## config.mk

```make
export PLATFORM = sky130hd
export DESIGN_NAME = dle_framed_imu_packet_decoder_top
export DESIGN_NICKNAME = d
export VERILOG_FILES = /design/src/hw/rtl/dfip_pkg.sv /design/src/hw/rtl/dfip_unstuff.sv /design/src/hw/rtl/dfip_capture.sv /design/src/hw/rtl/dle_framed_imu_packet_decoder_top.sv
export VERILOG_INCLUDE_DIRS = /design/src /design/src/hw/rtl
export SDC_FILE = /design/constraint.sdc
export NUM_CORES = 1
export LEC_CHECK = 0
export CORE_ASPECT_RATIO = 0.75
export CORE_UTILIZATION = 55
export DETAILED_ROUTE_END_ITERATION = 12
export DONT_BUFFER_PORTS = 1
export GPL_ROUTABILITY_DRIVEN = 0
export PLACE_DENSITY = 0.66
export SYNTH_ARGS = -nofsm -noshare
export SYNTH_HDL_FRONTEND = slang
export SYNTH_SLANG_ARGS = --single-unit
```

## constraint.sdc

```tcl
create_clock -name clk -period 8.4 [get_ports clk]
set_clock_uncertainty 0.05 [all_clocks]
set_input_delay 0.84 -clock clk [delete_from_list [all_inputs] [get_ports clk]]
set_output_delay 0.84 -clock clk [all_outputs]
set_load 0.03 [all_outputs]
```

## src/hw/rtl/assert_macros.svh

```systemverilog
// Assertion helpers, clocked on clk with rst_n as the active-low reset.
`ifndef ASSERT_MACROS_SVH
`define ASSERT_MACROS_SVH

// Checked only outside reset.
`define ASSERT_RUN(lbl, prop, msg) \
  lbl: assert property (@(posedge clk) disable iff (!rst_n) prop) else $error(msg);

// Checked on every edge, reset included.
`define ASSERT_ALWAYS(lbl, prop, msg) \
  lbl: assert property (@(posedge clk) prop) else $error(msg);

`endif

```

## src/hw/rtl/dfip_pkg.sv

```systemverilog
package dfip_pkg;

  // link control bytes
  localparam logic [7:0] DleByte = 8'h10;
  localparam logic [7:0] StxByte = 8'h02;
  localparam logic [7:0] EtxByte = 8'h03;

  // payload layout
  localparam int StatusPos  = 0;
  localparam int PairBase   = 7;
  localparam int NumVals    = 6;
  localparam int MinPayload = 19;

  // per-request events from the unstuffer
  typedef struct packed {
    logic store_en;    // payload byte goes into the frame store
    logic frame_end;   // DLE ETX seen, a result is due
    logic short_frame; // frame ended with too few bytes
    logic overrun;     // bytes were dropped in this frame
  } dfip_evt_t;

endpackage

```

## src/hw/rtl/dfip_unstuff.sv

```systemverilog
module dfip_unstuff import dfip_pkg::*; #(
  parameter int FRAME_BYTES = 32,
  localparam int CNT_W = $clog2(FRAME_BYTES + 1)
) (
  input  logic             clk,
  input  logic             rst_n,
  input  logic             accept,
  input  logic [7:0]       rx_byte,
  output dfip_evt_t        evt,
  output logic [CNT_W-1:0] byte_count
);

  localparam logic [1:0] ModeHunt     = 2'd0;
  localparam logic [1:0] ModeHuntDle  = 2'd1;
  localparam logic [1:0] ModeFrame    = 2'd2;
  localparam logic [1:0] ModeFrameDle = 2'd3;

  logic [1:0]       mode_r, mode_nxt;
  logic [CNT_W-1:0] cnt_r, cnt_nxt;
  logic             ovr_r, ovr_nxt;
  logic             put;
  logic             room;

  assign room = (cnt_r < CNT_W'(FRAME_BYTES));

  always_comb begin
    mode_nxt = mode_r;
    cnt_nxt  = cnt_r;
    ovr_nxt  = ovr_r;
    put      = 1'b0;
    evt      = '0;
    case (mode_r)
      ModeHunt: begin
        if (rx_byte == DleByte) mode_nxt = ModeHuntDle;
      end
      ModeHuntDle: begin
        if (rx_byte == StxByte) begin
          mode_nxt = ModeFrame;
          cnt_nxt  = '0;
          ovr_nxt  = 1'b0;
        end else begin
          mode_nxt = ModeHunt;
        end
      end
      ModeFrame: begin
        if (rx_byte == DleByte) mode_nxt = ModeFrameDle;
        else                    put      = 1'b1;
      end
      ModeFrameDle: begin
        if (rx_byte == DleByte) begin
          put      = 1'b1;
          mode_nxt = ModeFrame;
        end else begin
          // ETX closes the frame; any other pair aborts it
          mode_nxt        = ModeHunt;
          evt.frame_end   = (rx_byte == EtxByte);
          evt.short_frame = (cnt_r < CNT_W'(MinPayload));
          evt.overrun     = ovr_r;
        end
      end
      default: mode_nxt = ModeHunt;
    endcase
    if (put) begin
      if (room) begin
        evt.store_en = 1'b1;
        cnt_nxt      = cnt_r + CNT_W'(1);
      end else begin
        ovr_nxt = 1'b1;
      end
    end
    evt.store_en  = evt.store_en & accept;
    evt.frame_end = evt.frame_end & accept;
  end

  always_ff @(posedge clk) begin
    if (!rst_n) begin
      mode_r <= ModeHunt;
      cnt_r  <= '0;
      ovr_r  <= 1'b0;
    end else if (accept) begin
      mode_r <= mode_nxt;
      cnt_r  <= cnt_nxt;
      ovr_r  <= ovr_nxt;
    end
  end

  assign byte_count = cnt_r;

endmodule

```

## src/hw/rtl/dfip_capture.sv

```systemverilog
module dfip_capture import dfip_pkg::*; #(
  parameter int FRAME_BYTES = 32,
  localparam int CNT_W = $clog2(FRAME_BYTES + 1)
) (
  input  logic                     clk,
  input  dfip_evt_t                evt,
  input  logic [CNT_W-1:0]         wr_idx,
  input  logic [7:0]               wr_byte,
  output logic [7:0]               status_byte,
  output logic [NumVals-1:0][15:0] vals
);

  // Only the bytes that the result uses are kept.
  logic [7:0] status_r;
  logic [7:0] hi_r [NumVals];
  logic [7:0] lo_r [NumVals];

  always_ff @(posedge clk) begin
    if (evt.store_en && wr_idx == CNT_W'(StatusPos)) status_r <= wr_byte;
    for (int k = 0; k < NumVals; k++) begin
      if (evt.store_en && wr_idx == CNT_W'(PairBase + 2 * k))     hi_r[k] <= wr_byte;
      if (evt.store_en && wr_idx == CNT_W'(PairBase + 2 * k + 1)) lo_r[k] <= wr_byte;
    end
  end

  // ((hi << 7) | (lo >> 1)) << 1 on 16 bits; zeroed for a short frame
  always_comb begin
    status_byte = evt.short_frame ? 8'h00 : status_r;
    for (int k = 0; k < NumVals; k++) begin
      vals[k] = evt.short_frame ? 16'h0000 : {hi_r[k], lo_r[k][7:1], 1'b0};
    end
  end

endmodule

```

## src/hw/rtl/dle_framed_imu_packet_decoder_top.sv

```systemverilog
// Channel  | Ports                                   | Moves
// ---------+-----------------------------------------+------------------------------
// input    | in_valid, in_stall, in_rx_byte          | one received byte per request
// result   | out_valid, out_stall, out_status_byte,  | one decoded frame per request
//          | out_rate_*, out_accel_*, out_short_frame,|
//          | out_overrun                             |
//
// One byte is taken every cycle unless in_stall holds it off; the unstuffer and byte
// capture settle combinationally between the link state and the result register.
// A result appears on out_valid the cycle after its DLE ETX byte is taken.
// rst_n is synchronous: the link returns to hunting and the result register empties.
// in_stall rises only while a result sits in the output register and out_stall holds it.
`include "assert_macros.svh"

module dle_framed_imu_packet_decoder_top import dfip_pkg::*; #(
  parameter int FRAME_BYTES = 32
) (
  input  logic               clk,
  input  logic               rst_n,
  input  logic               in_valid,
  output logic               in_stall,
  input  logic [7:0]         in_rx_byte,
  output logic               out_valid,
  input  logic               out_stall,
  output logic [7:0]         out_status_byte,
  output logic signed [15:0] out_rate_roll,
  output logic signed [15:0] out_rate_pitch,
  output logic signed [15:0] out_rate_yaw,
  output logic signed [15:0] out_accel_surge,
  output logic signed [15:0] out_accel_sway,
  output logic signed [15:0] out_accel_heave,
  output logic               out_short_frame,
  output logic               out_overrun
);

  localparam int CNT_W = $clog2(FRAME_BYTES + 1);

  logic                     in_accept;
  dfip_evt_t                evt;
  logic [CNT_W-1:0]         byte_count;
  logic [7:0]               status_byte;
  logic [NumVals-1:0][15:0] vals;

  logic                     out_valid_r, out_valid_nxt;
  logic [7:0]               status_r;
  logic [NumVals-1:0][15:0] vals_r;
  logic                     short_r;
  logic                     ovr_r;
  logic                     short_zero;

  // hold off only while a finished result is blocked
  assign in_stall  = out_valid_r & out_stall;
  assign in_accept = in_valid & ~in_stall;

  dfip_unstuff #(
    .FRAME_BYTES (FRAME_BYTES)
  ) u_unstuff (
    .clk        (clk),
    .rst_n      (rst_n),
    .accept     (in_accept),
    .rx_byte    (in_rx_byte),
    .evt        (evt),
    .byte_count (byte_count)
  );

  // captured bytes are written at the store index before it advances
  dfip_capture #(
    .FRAME_BYTES (FRAME_BYTES)
  ) u_capture (
    .clk         (clk),
    .evt         (evt),
    .wr_idx      (byte_count),
    .wr_byte     (in_rx_byte),
    .status_byte (status_byte),
    .vals        (vals)
  );

  // result register: filled at frame end, emptied when taken
  always_comb begin
    out_valid_nxt = out_valid_r;
    if (evt.frame_end)   out_valid_nxt = 1'b1;
    else if (!out_stall) out_valid_nxt = 1'b0;
  end

  always_ff @(posedge clk) begin
    if (!rst_n) out_valid_r <= 1'b0;
    else        out_valid_r <= out_valid_nxt;
  end

  always_ff @(posedge clk) begin
    if (evt.frame_end) begin
      status_r <= status_byte;
      vals_r   <= vals;
      short_r  <= evt.short_frame;
      ovr_r    <= evt.overrun;
    end
  end

  assign out_valid       = out_valid_r;
  assign out_status_byte = status_r;
  assign out_rate_roll   = $signed(vals_r[0]);
  assign out_rate_pitch  = $signed(vals_r[1]);
  assign out_rate_yaw    = $signed(vals_r[2]);
  assign out_accel_surge = $signed(vals_r[3]);
  assign out_accel_sway  = $signed(vals_r[4]);
  assign out_accel_heave = $signed(vals_r[5]);
  assign out_short_frame = short_r;
  assign out_overrun     = ovr_r;

  // every data field of the held result is zero
  assign short_zero = (status_r == 8'h00) && (vals_r == '0);

  // a closed frame always lands in the result register
  `ASSERT_RUN(a_end_gives_result, evt.frame_end |=> out_valid_r, "frame end lost")
  // short frames carry zeroed data
  `ASSERT_RUN(a_short_zero, (out_valid_r && out_short_frame) |-> short_zero, "short frame data")
  // store index never passes the store size
  `ASSERT_RUN(a_count_bound, byte_count <= CNT_W'(FRAME_BYTES), "byte count past store")
  // reset empties the result register
  `ASSERT_ALWAYS(a_reset_empty, !rst_n |=> !out_valid_r, "result valid after reset")

endmodule
```

; ---- After elaboration in Yosys (flattened, before gate mapping)
; Memory sizes are Yosys's and may differ from the RTL's. A register that Yosys moved wholly into a read port is not among the register bits.
; Cells that the tools add are included.
[word_totals]
elab_cells = 149
rom_bits = 0
out_inout_bits = 108
ramBits = 96
ff_bits = 34
latch_bits = 0
memories = 2
in_bits = 12
[mem_list]
columns = memory, words, word_bits, read_ports, rd_ports_with_merged_regs, wr, line_no
row1 = u_capture.hi_r, 6, 8, 6, 6, 1, dfip_capture.sv:15  ; logic [7:0] hi_r [NumVals];
row2 = u_capture.lo_r, 6, 8, 6, 6, 1, dfip_capture.sv:16  ; logic [7:0] lo_r [NumVals];
[classes]
n_mul = 0
mux = 76
div_mod_pow = 0
eq_ne = 21
order_cmp = 2
n_reduce_logical = 27
shift = 0
add_sub_neg = 1
bitwise = 6
[op_table]
columns = op, count
row1 = 8-bit two-way mux, 10
row2 = 8-bit OR reduction, 10
row3 = "6-bit by 4-bit equality test with 1-bit output, second input constant", 8
row4 = 1-bit two-way mux, 44
row5 = 3-bit two-way mux, 12
row6 = 6-bit two-way mux, 4
row7 = "6-bit by 5-bit equality test with 1-bit output, second input constant", 3
row8 = "8-bit by 2-bit equality test with 1-bit output, second input constant", 2
row9 = 1-bit logical AND, 13
row10 = "8-bit by 5-bit equality test with 1-bit output, second input constant", 1
row11 = 2-bit two-way mux, 4
row12 = 2-bit one-hot mux with 4 select lines, 1
row13 = "6-bit by 1-bit adder with 6-bit output, second input constant", 1
row14 = "6-bit by 3-bit equality test with 1-bit output, second input constant", 1
row15 = 6-bit logical NOT, 1
row16 = "6-bit by 5-bit < comparator with 1-bit output, second input constant", 1
row17 = "6-bit < comparator, second input constant", 1
row18 = "2-bit by 1-bit != test with 1-bit output, second input constant", 3
row19 = 1-bit AND, 4
row20 = "2-bit equality test, second input constant", 2
row21 = 3-bit AND reduction, 1
row22 = "2-bit by 1-bit equality test with 1-bit output, second input constant", 1
row23 = 2-bit logical NOT, 1
row24 = 1-bit NOT, 2
row25 = other kinds (2), 2

; ---- Logic depth before layout (Yosys ltp)
; Gate-level depths: netlist of the first run.
[depth]
word_depth = 14
depth_mapped = 7
mapped_depth_nobuf = 5

; ---- Modules after synthesis
; From an unflattened synthesis of the first run, not the netlist that was laid out.
[hier_totals]
hier_cells = 416
area_unflattened_um2 = 7686.1
[modules_own_cells]
columns = mod, cells_per_inst, area_per_inst_um2, seq_area_each_um2, n_inst
row1 = dfip_capture, 235, 3784.9, 2942.8, 1
row2 = dle_framed_imu_packet_decoder_top, 110, 3225.6, 3203.1, 1
row3 = dfip_unstuff, 71, 675.6, 180.2, 1

; ---- Worst setup path after synthesis of the first run
; Ideal clock, no wire load.
[synth_timing]
kind = input to register
start = input in_rx_byte[2]
end = register vals_r (netlist bit out_accel_heave[10]), read port of u_capture.hi_r, enable pin
setup_slack_ps = 1942
required_time_ps = 7791
cell_stages = 4
t_arrival_ps = 5849
n_path_buf = 0
setup_time_ps = 559
cell_sequence = or4_1 nor3_2 nand3_1 nor2_1
[synth_rtl]
columns = element, line_no
row1 = "start, declared", dle_framed_imu_packet_decoder_top.sv:22  ; input logic [7:0] in_rx_byte,
row2 = "end, declared", dle_framed_imu_packet_decoder_top.sv:46  ; logic [NumVals-1:0][15:0] vals_r;

; ---- Worst setup path in the final report of the first run
[layout_timing]
start = register u_unstuff.cnt_r[0] (netlist: u_unstuff.byte_count[0])
end = register vals_r (netlist bit out_accel_surge[9]), read port of u_capture.hi_r, data pin
[layout_via]
elab_chain_cells = 3
[layout_lines]
columns = element, line_no
row1 = "start, declared", dfip_unstuff.sv:19  ; logic [CNT_W-1:0] cnt_r, cnt_nxt;
row2 = "start signal, assigned", dfip_unstuff.sv:82  ; cnt_r <= cnt_nxt;
row3 = 6-bit by 5-bit < comparator with 1-bit output, dfip_unstuff.sv:57  ; evt.short_frame = (cnt_r < CNT_W'(MinPayload));
row4 = 3-bit two-way mux, dfip_unstuff.sv:50  ; if (rx_byte == DleByte) begin
row5 = 3-bit two-way mux, dfip_unstuff.sv:32  ; case (mode_r)
; No other way between the ends.
; A chain may end at the register's enable or synchronous reset.

==> impl.org, run 1 <==
** Timing
- The count of final max-slew check failures came to 0.
- Count of final setup violators :: 0
- After layout, the minimum clock period comes to 3130 ps.
- The worst pin sits at a relative slew slack of 20.5%.
- Timing-limited maximum frequency :: 320 MHz
- Setup repair after global routing missed its margin :: no
- After routing, the total negative slack on setup checks comes to 0 ps.
- Worst Max-Slew Pin Slew :: 1190 ps
- The total count of hold-check failures in the final report was 0.
- Tcrit/Tclk final :: 37.2%

** Clock network
- The clock net in this run drives a total of 208 sinks.
- After clock tree synthesis, the setup repair step added 0 buffers.
- Clock latency on the worst-skew pair :: 480 ps
- In this run the number of H-tree levels came out at 1.
- In this run, post-CTS repair resized a total of 0 instances.
- TritonCTS clock tree :: built
- Cts bufs inserted :: 20
- After clock tree synthesis, the clock-pin slew on the worst setup and hold paths is 60 ps.
- Maximum clock insertion buffer count :: 3
- Clock Tree Root :: clkbuf_16
- Buffers inserted to repair hold after CTS numbered 0.

** Power
- In this run the power spent charging and discharging nets is 357 µW.
- Clock power share :: 42.4%
- Gate power share :: 0.3%
- For this design the ratio of total power to cell area is 237 nW/µm².
- VDD sags by at most 141 µV.
- Proportion of power drawn by flip-flops and latches :: 57.3%
- Of the total power, the share spent switching nets is 18.2%.
- Power Internal :: 1.61 mW
- Static Leakage :: 2.67 nW

** Route
- Drt first-iter violations :: 248
- Antenna Nets Post-Route :: 0
- DRC violations left :: 0
- Wire length per cell after detailed routing :: 20.9 µm
- Aggregate routed wire length :: 12.8 mm
- The routed layout has 3328 vias.
- In the routed layout, each cell is associated on average with a via count of 5.46.
- Detailed Routing Iterations Pass 1 :: 4

** Placement
- Buffers placed on the I/O ports in this run total 0.
- Cell area after placement :: 7690 µm²
- Number of placed instances with taps included :: 575
- Sum of net half-perimeters after detailed placement :: 7.53 mm

** Global routing
- Number of global-route vias before repair :: 3211
- The first global-routing pass estimated 18.9 mm of wire.
- Total routing usage reported by global routing :: 18.5%
- Pin count of the biggest net entering global routing :: 64
- GRT overflow :: 0
- Most heavily used metal layer in global routing :: met2
- In the global route stage, met3 resource usage came out at 4.73%.
- Global routing consumed, on the met2 layer, 28.9% of the routing resources.
- Initial antenna violation count :: 0
- Global routing met1 resource utilization :: 26.5%

** Logic synthesis
- Warnings, synthesis :: 0
- For this run, the register share of the synthesized area comes to 81.7%.
- Each instance of the synthesized netlist takes up on average 18.0 µm².
- Flip-flop and latch count after synthesis :: 208
- Proportion of synthesized flip-flops having asynchronous set or reset :: 0%
- Combined area of all synthesized cells :: 7520 µm²
- Count of flip-flops with a built-in enable after synthesis :: 198
- Leading register cell type out of synthesis :: edfxtp_1
- In the synthesized netlist, the number of instances is 419.
- The netlist uses 42 different library cells.

** Outcome
- Run status :: complete, no violations

** Worst setup path
- Kind of end point of the critical path :: register
- The worst setup path is launched from a register.
- At the worst endpoint, the required time is 8580 ps.
- Largest fanout on the critical path :: 63
- Type of the worst setup path :: register to register
- Arrival time of the worst setup path :: 3310 ps

** Floorplanning
- The floorplan step defined a core boundary enclosing 13200 µm².
- DIE AREA :: 14200 µm²
- Count of standard-cell rows :: 36
- For this configuration, the core starts out at a cell density of 57.2%.
- 120 I/O pins were placed.
- Measured along the x axis, the die boundary spans 137 µm.
- Die Height :: 103 µm

** Layout
- Relative to the synthesized area, the layout overhead comes to 10.4%.
- Post-route non-filler standard cell count :: 610
- The library cell used most frequently in the layout, excluding fill and tap cells, is edfxtp_1.
- # fillers :: 947
- The net count of the finished layout is 442.
- Design area :: 8310 µm²
- Diodes inserted :: 0
- Most frequent cells in the layout :: 198 x edfxtp_1, 77 x nor2b_1, 21 x and2b_1, 21 x clkbuf_16, 13 x nand2_1
- Layout cell share with drive strength beyond 1 :: 10.5%

** Worst hold path
- Worst hold path class :: input port to register

** Flow run
- Max-cap check violation count :: 0
state kept, by name, summed over array words and instances, names as in the netlist, 15 cells and up:
name             cells
out_accel_heave     15
out_accel_surge     15
out_rate_roll       15
out_rate_yaw        15
out_rate_pitch      15
u_capture.lo_r      42
out_accel_sway      15
u_capture.hi_r      48
power groups by stage:
stage | Sequential [mW] | Combinational, mW | Clock, mW
4_1_cts | 1.13 | 0.00660 | 0.845
3_5_place_dp | 1.15 | 0.00659 | 0
2_1_floorplan | 1.15 | 0.00870 | 0
3_3_place_gp | 1.15 | 0.00651 | 0
6_report | 1.13 | 0.00665 | 0.832
5_1_grt | 1.12 | 0.00699 | 0.885
cell usage after synthesis (all sizes together) (6+ instances only):
cell / instances / area share, %
and2: 7 / 0.58
a21oi: 6 / 0.40
edfxtp: 198 / 79
nand2: 14 / 0.73
clkbuf: 10 / 0.50
nor2b: 77 / 6.4
buf: 13 / 1.2
nor3: 6 / 0.76
dfxtp: 10 / 2.7
nand3: 10 / 0.67
and2b: 21 / 2.1
through the flow:
step / total power [mW] / hold WS (ps) / setup WS [ps] / util, %
floorplan: 1.16 / 395 / 1940 / -
global route: 2.02 / 381 / 5000 / 63.2
CTS: 1.98 / 387 / 5240 / 63.2
detailed placement: 1.15 / 417 / 4790 / 58.5
finish: 1.96 / 399 / 5270 / 63.2
global placement: 1.15 / 409 / 4870 / 58.5
worst max-delay path, stage by stage, from the launching register on:
cell	delay, ps
dfxtp_1	350
ha_1	310
o31a_1	300
nor3_4	900
buf_4	650
and2b_1	260
metal layers:
metal  vias up  wire length [µm]
met5         -                 0
met4         0               164
met3        17               769
met2       122              5920
met1      1660              5900
li1       1529                 -
layout make-up:
class                   instances  area (µm²)  area share, %
flip-flops and latches        208        6150           74.0
clock buffers                  27         578           6.96
repair buffers                  3        22.5          0.271
inverters                       5        18.8          0.226
clock inverters                 8        37.5          0.452
multi-input cells             188        1290           15.5
well taps                     171         214           2.58
cell families after synthesis:
kind of cell / synth area share [%]
fa+ha+maj: 0.665
buf+inv: 1.93
flops: 81.7
compound gates: 1.40
mux: 0.299
other cells: 0.0498
simple gates: 13.9
xor+xnor: 0.116
path summary, 6_finish.rpt:
path	slack (ps)	start	endpoint	cells past startpoint
worst min-delay path	400	in_rx_byte[5]	u_capture.lo_r[5][5]$_DFFE_PP_	0
worst min register to register	420	u_unstuff.ovr_r$_SDFFE_PN0P_	u_unstuff.ovr_r$_SDFFE_PN0P_	2
worst max register to register	5270	u_unstuff.byte_count[0]$_SDFFE_PN0P_	out_accel_surge[9]$_SDFFCE_PP0P_	5
worst max-delay path	5270	u_unstuff.byte_count[0]$_SDFFE_PN0P_	out_accel_surge[9]$_SDFFCE_PP0P_	5
Note: power is estimated with default switching activity, not from simulation.
==> run 2, diff against run 1 <==
==> constraint.sdc (replaced) <==
create_clock -name clk -period 3.07 [get_ports clk]
set_clock_uncertainty 0.05 [all_clocks]
set_input_delay 0.307 -clock clk [delete_from_list [all_inputs] [get_ports clk]]
set_output_delay 0.307 -clock clk [all_outputs]
set_load 0.03 [all_outputs]
==> impl.org, run 2 (synthesis results as in run 1) <==
** Floorplanning
- Core footprint :: 13200 µm² (unchanged)
- The floorplan row count came to 36 (unchanged).
- The die area was 14200 µm² (unchanged).
- Number of primary I/O pins :: 120 (unchanged)
- Initial standard-cell utilization of the core :: 57.2% (unchanged)
- Die Height :: 103 µm (unchanged)
- Horizontal die dimension :: 137 µm (unchanged)

** Timing
- The worst hold slack across all endpoints came to 35.2 ps (was 399 ps).
- Relative slew slack :: 38.5% (was 20.5%)
- Tcrit/Tclk final :: 82.1% (was 37.2%)
- Total Negative Setup Slacks :: 0 ps (unchanged)
- Setup repair after global routing missed its margin :: no (unchanged)
- The total count of hold-check failures in the final report was 0 (unchanged).
- The shortest clock period the worst path allows after layout came to 2520 ps (was 3130 ps).
- The number of setup violations in the final report was 0 (unchanged).
- Post-route worst setup slack :: 550 ps (was 5270 ps)
- The highest attainable clock frequency was 397 MHz (was 320 MHz).
- Worst Max-Slew Pin Slew :: 921 ps (was 1190 ps)
- Count of pins over their slew limit :: 0 (unchanged)

** Placement
- Sum of net half-perimeters after detailed placement :: 7.67 mm (was 7.53 mm)
- The worst setup slack after placement is 603 ps (was 4790 ps).
- IO Port Bufs :: 0 (unchanged)

** Global routing
- The wire length of the first global-routing pass came to 20.0 mm (was 18.9 mm).
- GRT overflow :: 0 (unchanged)
- Total routing usage reported by global routing :: 19.6% (was 18.5%)
- Number of global-route vias before repair :: 3421 (was 3211)
- The largest net degree at the start of global routing is 101 (was 64).
- The initial antenna violation count came to 0 (unchanged).

** Clock network
- Clock Sink Count :: 208 (unchanged)
- Maximum clock insertion buffer count :: 3 (unchanged)
- TritonCTS clock tree :: built (unchanged)
- The master cell of the clock root buffer is clkbuf_16 (unchanged).
- The maximum level of the CTS H-tree came to 1 (unchanged).
- Cts bufs inserted :: 20 (unchanged)
- The post-CTS setup-driven buffer insertion count is 0 (unchanged).
- The number of gates given a new drive strength after cts came to 0 (unchanged).
- Clock latency on the worst-skew pair :: 490 ps (was 480 ps)
- Clock-pin slew reported for the worst setup and hold paths after clock tree synthesis :: 60 ps (about the same)

** Worst setup path
- The slowest stage cell on the critical path is nor4b_1 (was nor3_4).
- The endpoint kind of the worst setup timing path is a register (unchanged).
- Launching element type of the critical path :: register (unchanged)
- CP Cell Sequence: a21bo_2, nor3_4, mux2i_4, nor4b_1, and2_1 (was ha_1, o31a_1, nor3_4, buf_4, and2b_1).
- The gate family responsible for the most delay along the worst path is simple AND/OR/NAND/NOR gates (unchanged).
- Arrival time of the worst setup path :: 2610 ps (was 3310 ps)
- CP Data Required Time :: 3160 ps (was 8580 ps)
- The kind of critical path is register to register (unchanged).
- Highest cell delay on the worst timing path :: 490 ps (was 900 ps)
- Number of buffers and inverters on the critical path :: 0 (was 1)
- Largest fanout on the critical path :: 17 (was 63)

** Route
- The number of routed nets with antenna violations was 0 (unchanged).
- The post-detailed-route wirelength per cell is 21.9 µm (was 20.9 µm).
- Total number of vias :: 3439 (was 3328)
- The number of remaining DRC errors was 0 (unchanged).
- Aggregate routed wire length :: 13.6 mm (was 12.8 mm)
- The number of vias per cell after detailed routing was 5.53 (was 5.46).
- Drt first-iter violations :: 268 (was 248)
- Detailed Routing Iterations Pass 1 :: 4 (unchanged)

** Layout
- Layout cell share with drive strength beyond 1 :: 10.2% (was 10.5%)
- The number of fillers in the final layout was 935 (was 947).
- Final core occ :: 64.3% (was 63.2%)
- The antenna diode count was 0 (unchanged).
- The final layout net count came to 454 (was 442).
- Number of flip-flops in the largest register :: 48 (unchanged)
- The largest register by flop count was u_capture.hi_r (unchanged).
- The most common library cell in the layout ignoring fill and taps was edfxtp_1 (unchanged).
- Largest regs :: u_capture.hi_r: 48 flops, u_capture.lo_r: 42 flops (unchanged)
- Most frequent cells in the layout: 198 x edfxtp_1, 77 x nor2b_1, 21 x and2b_1, 21 x clkbuf_16, 13 x nand2_1 (unchanged).
- Layout overhead on the synthesized area :: 12.3% (was 10.4%)

** Worst hold path
- Worst hold path class :: input port to register (unchanged)

** Power
- The part of the power in the clock network came to 42.4% (about the same).
- The worst ir drop on vdd came to 390 µV (was 141 µV).
- The combinational share of power is 1.0% (was 0.3%).
- The internal power is 4.44 mW (was 1.61 mW).
- The switching power total came to 1.01 mW (was 357 µW).
- The power density normalized to cell area is 644 nW/µm² (was 237 nW/µm²).
- Proportion of power drawn by flip-flops and latches :: 56.6% (was 57.3%)
- Switching part of the total :: 18.5% (was 18.2%)
- The static power due to leakage was 2.73 nW (was 2.67 nW).

** Outcome
- Run status :: complete, no violations (unchanged)

** Flow run
- The number of maximum-capacitance violations was 0 (unchanged).
run 2: power by group through the flow:
stage               Combinational, mW  Clock, mW  Sequential (mW)
detailed placement             0.0181          0             3.14
finish                         0.0558       2.31             3.08
CTS                            0.0573       2.35             3.08
global route                   0.0607       2.45             3.08
floorplan                      0.0246          0             3.14
global placement               0.0181          0             3.14
run 2: path summary, 6_finish.rpt:
check | from | to | slack, ps | depth (start not counted)
worst min register to register | u_unstuff.ovr_r$_SDFFE_PN0P_ | u_unstuff.ovr_r$_SDFFE_PN0P_ | 450 | 2
worst max-delay path | out_valid$_SDFFE_PN0P_ | u_capture.hi_r[5][5]$_DFFE_PP_ | 550 | 5
worst min-delay path | rst_n | u_unstuff.mode_r[0]$_SDFFE_PN0P_ | 40 | 2
worst max register to register | out_valid$_SDFFE_PN0P_ | u_capture.hi_r[5][5]$_DFFE_PP_ | 550 | 5
run 2: layout make-up:
type | count | area (µm²) | area share, %
tap | 171 | 214 | 2.53
sequential | 208 | 6150 | 72.7
timing repair buffer | 15 | 153 | 1.81
inverter | 5 | 18.8 | 0.222
multi-input combinational | 188 | 1310 | 15.4
clock buffer | 29 | 556 | 6.57
clock inverter | 6 | 60.1 | 0.711
run 2: stage by stage:
step | instance area [µm²] | cells | power (mW)
final | 8450 | 622 | 5.44
after global routing | 8450 | 622 | 5.59
after CTS | 8450 | 622 | 5.49
after detailed placement | 7730 | 576 | 3.16
after global placement | 7730 | 576 | 3.16
after floorplan | 7560 | 424 | 3.17
run 2: per-layer routing:
| metal | vias to the layer above | share of wire (%) | GRT usage [%] |
|---|---|---|---|
| met2 | 130 | 45 | 29.9 |
| met1 | 1726 | 46 | 28.7 |
| met4 | 0 | 1.5 | 5.16 |
| li1 | 1560 | - | - |
| met3 | 23 | 6.9 | 4.78 |
| met5 | - | 0 | 0 |
run 2: timing repair:
action	CTS	global route
setup endpoints to repair	0	0
hold endpoints to repair	102	0
hold buffers	11	0
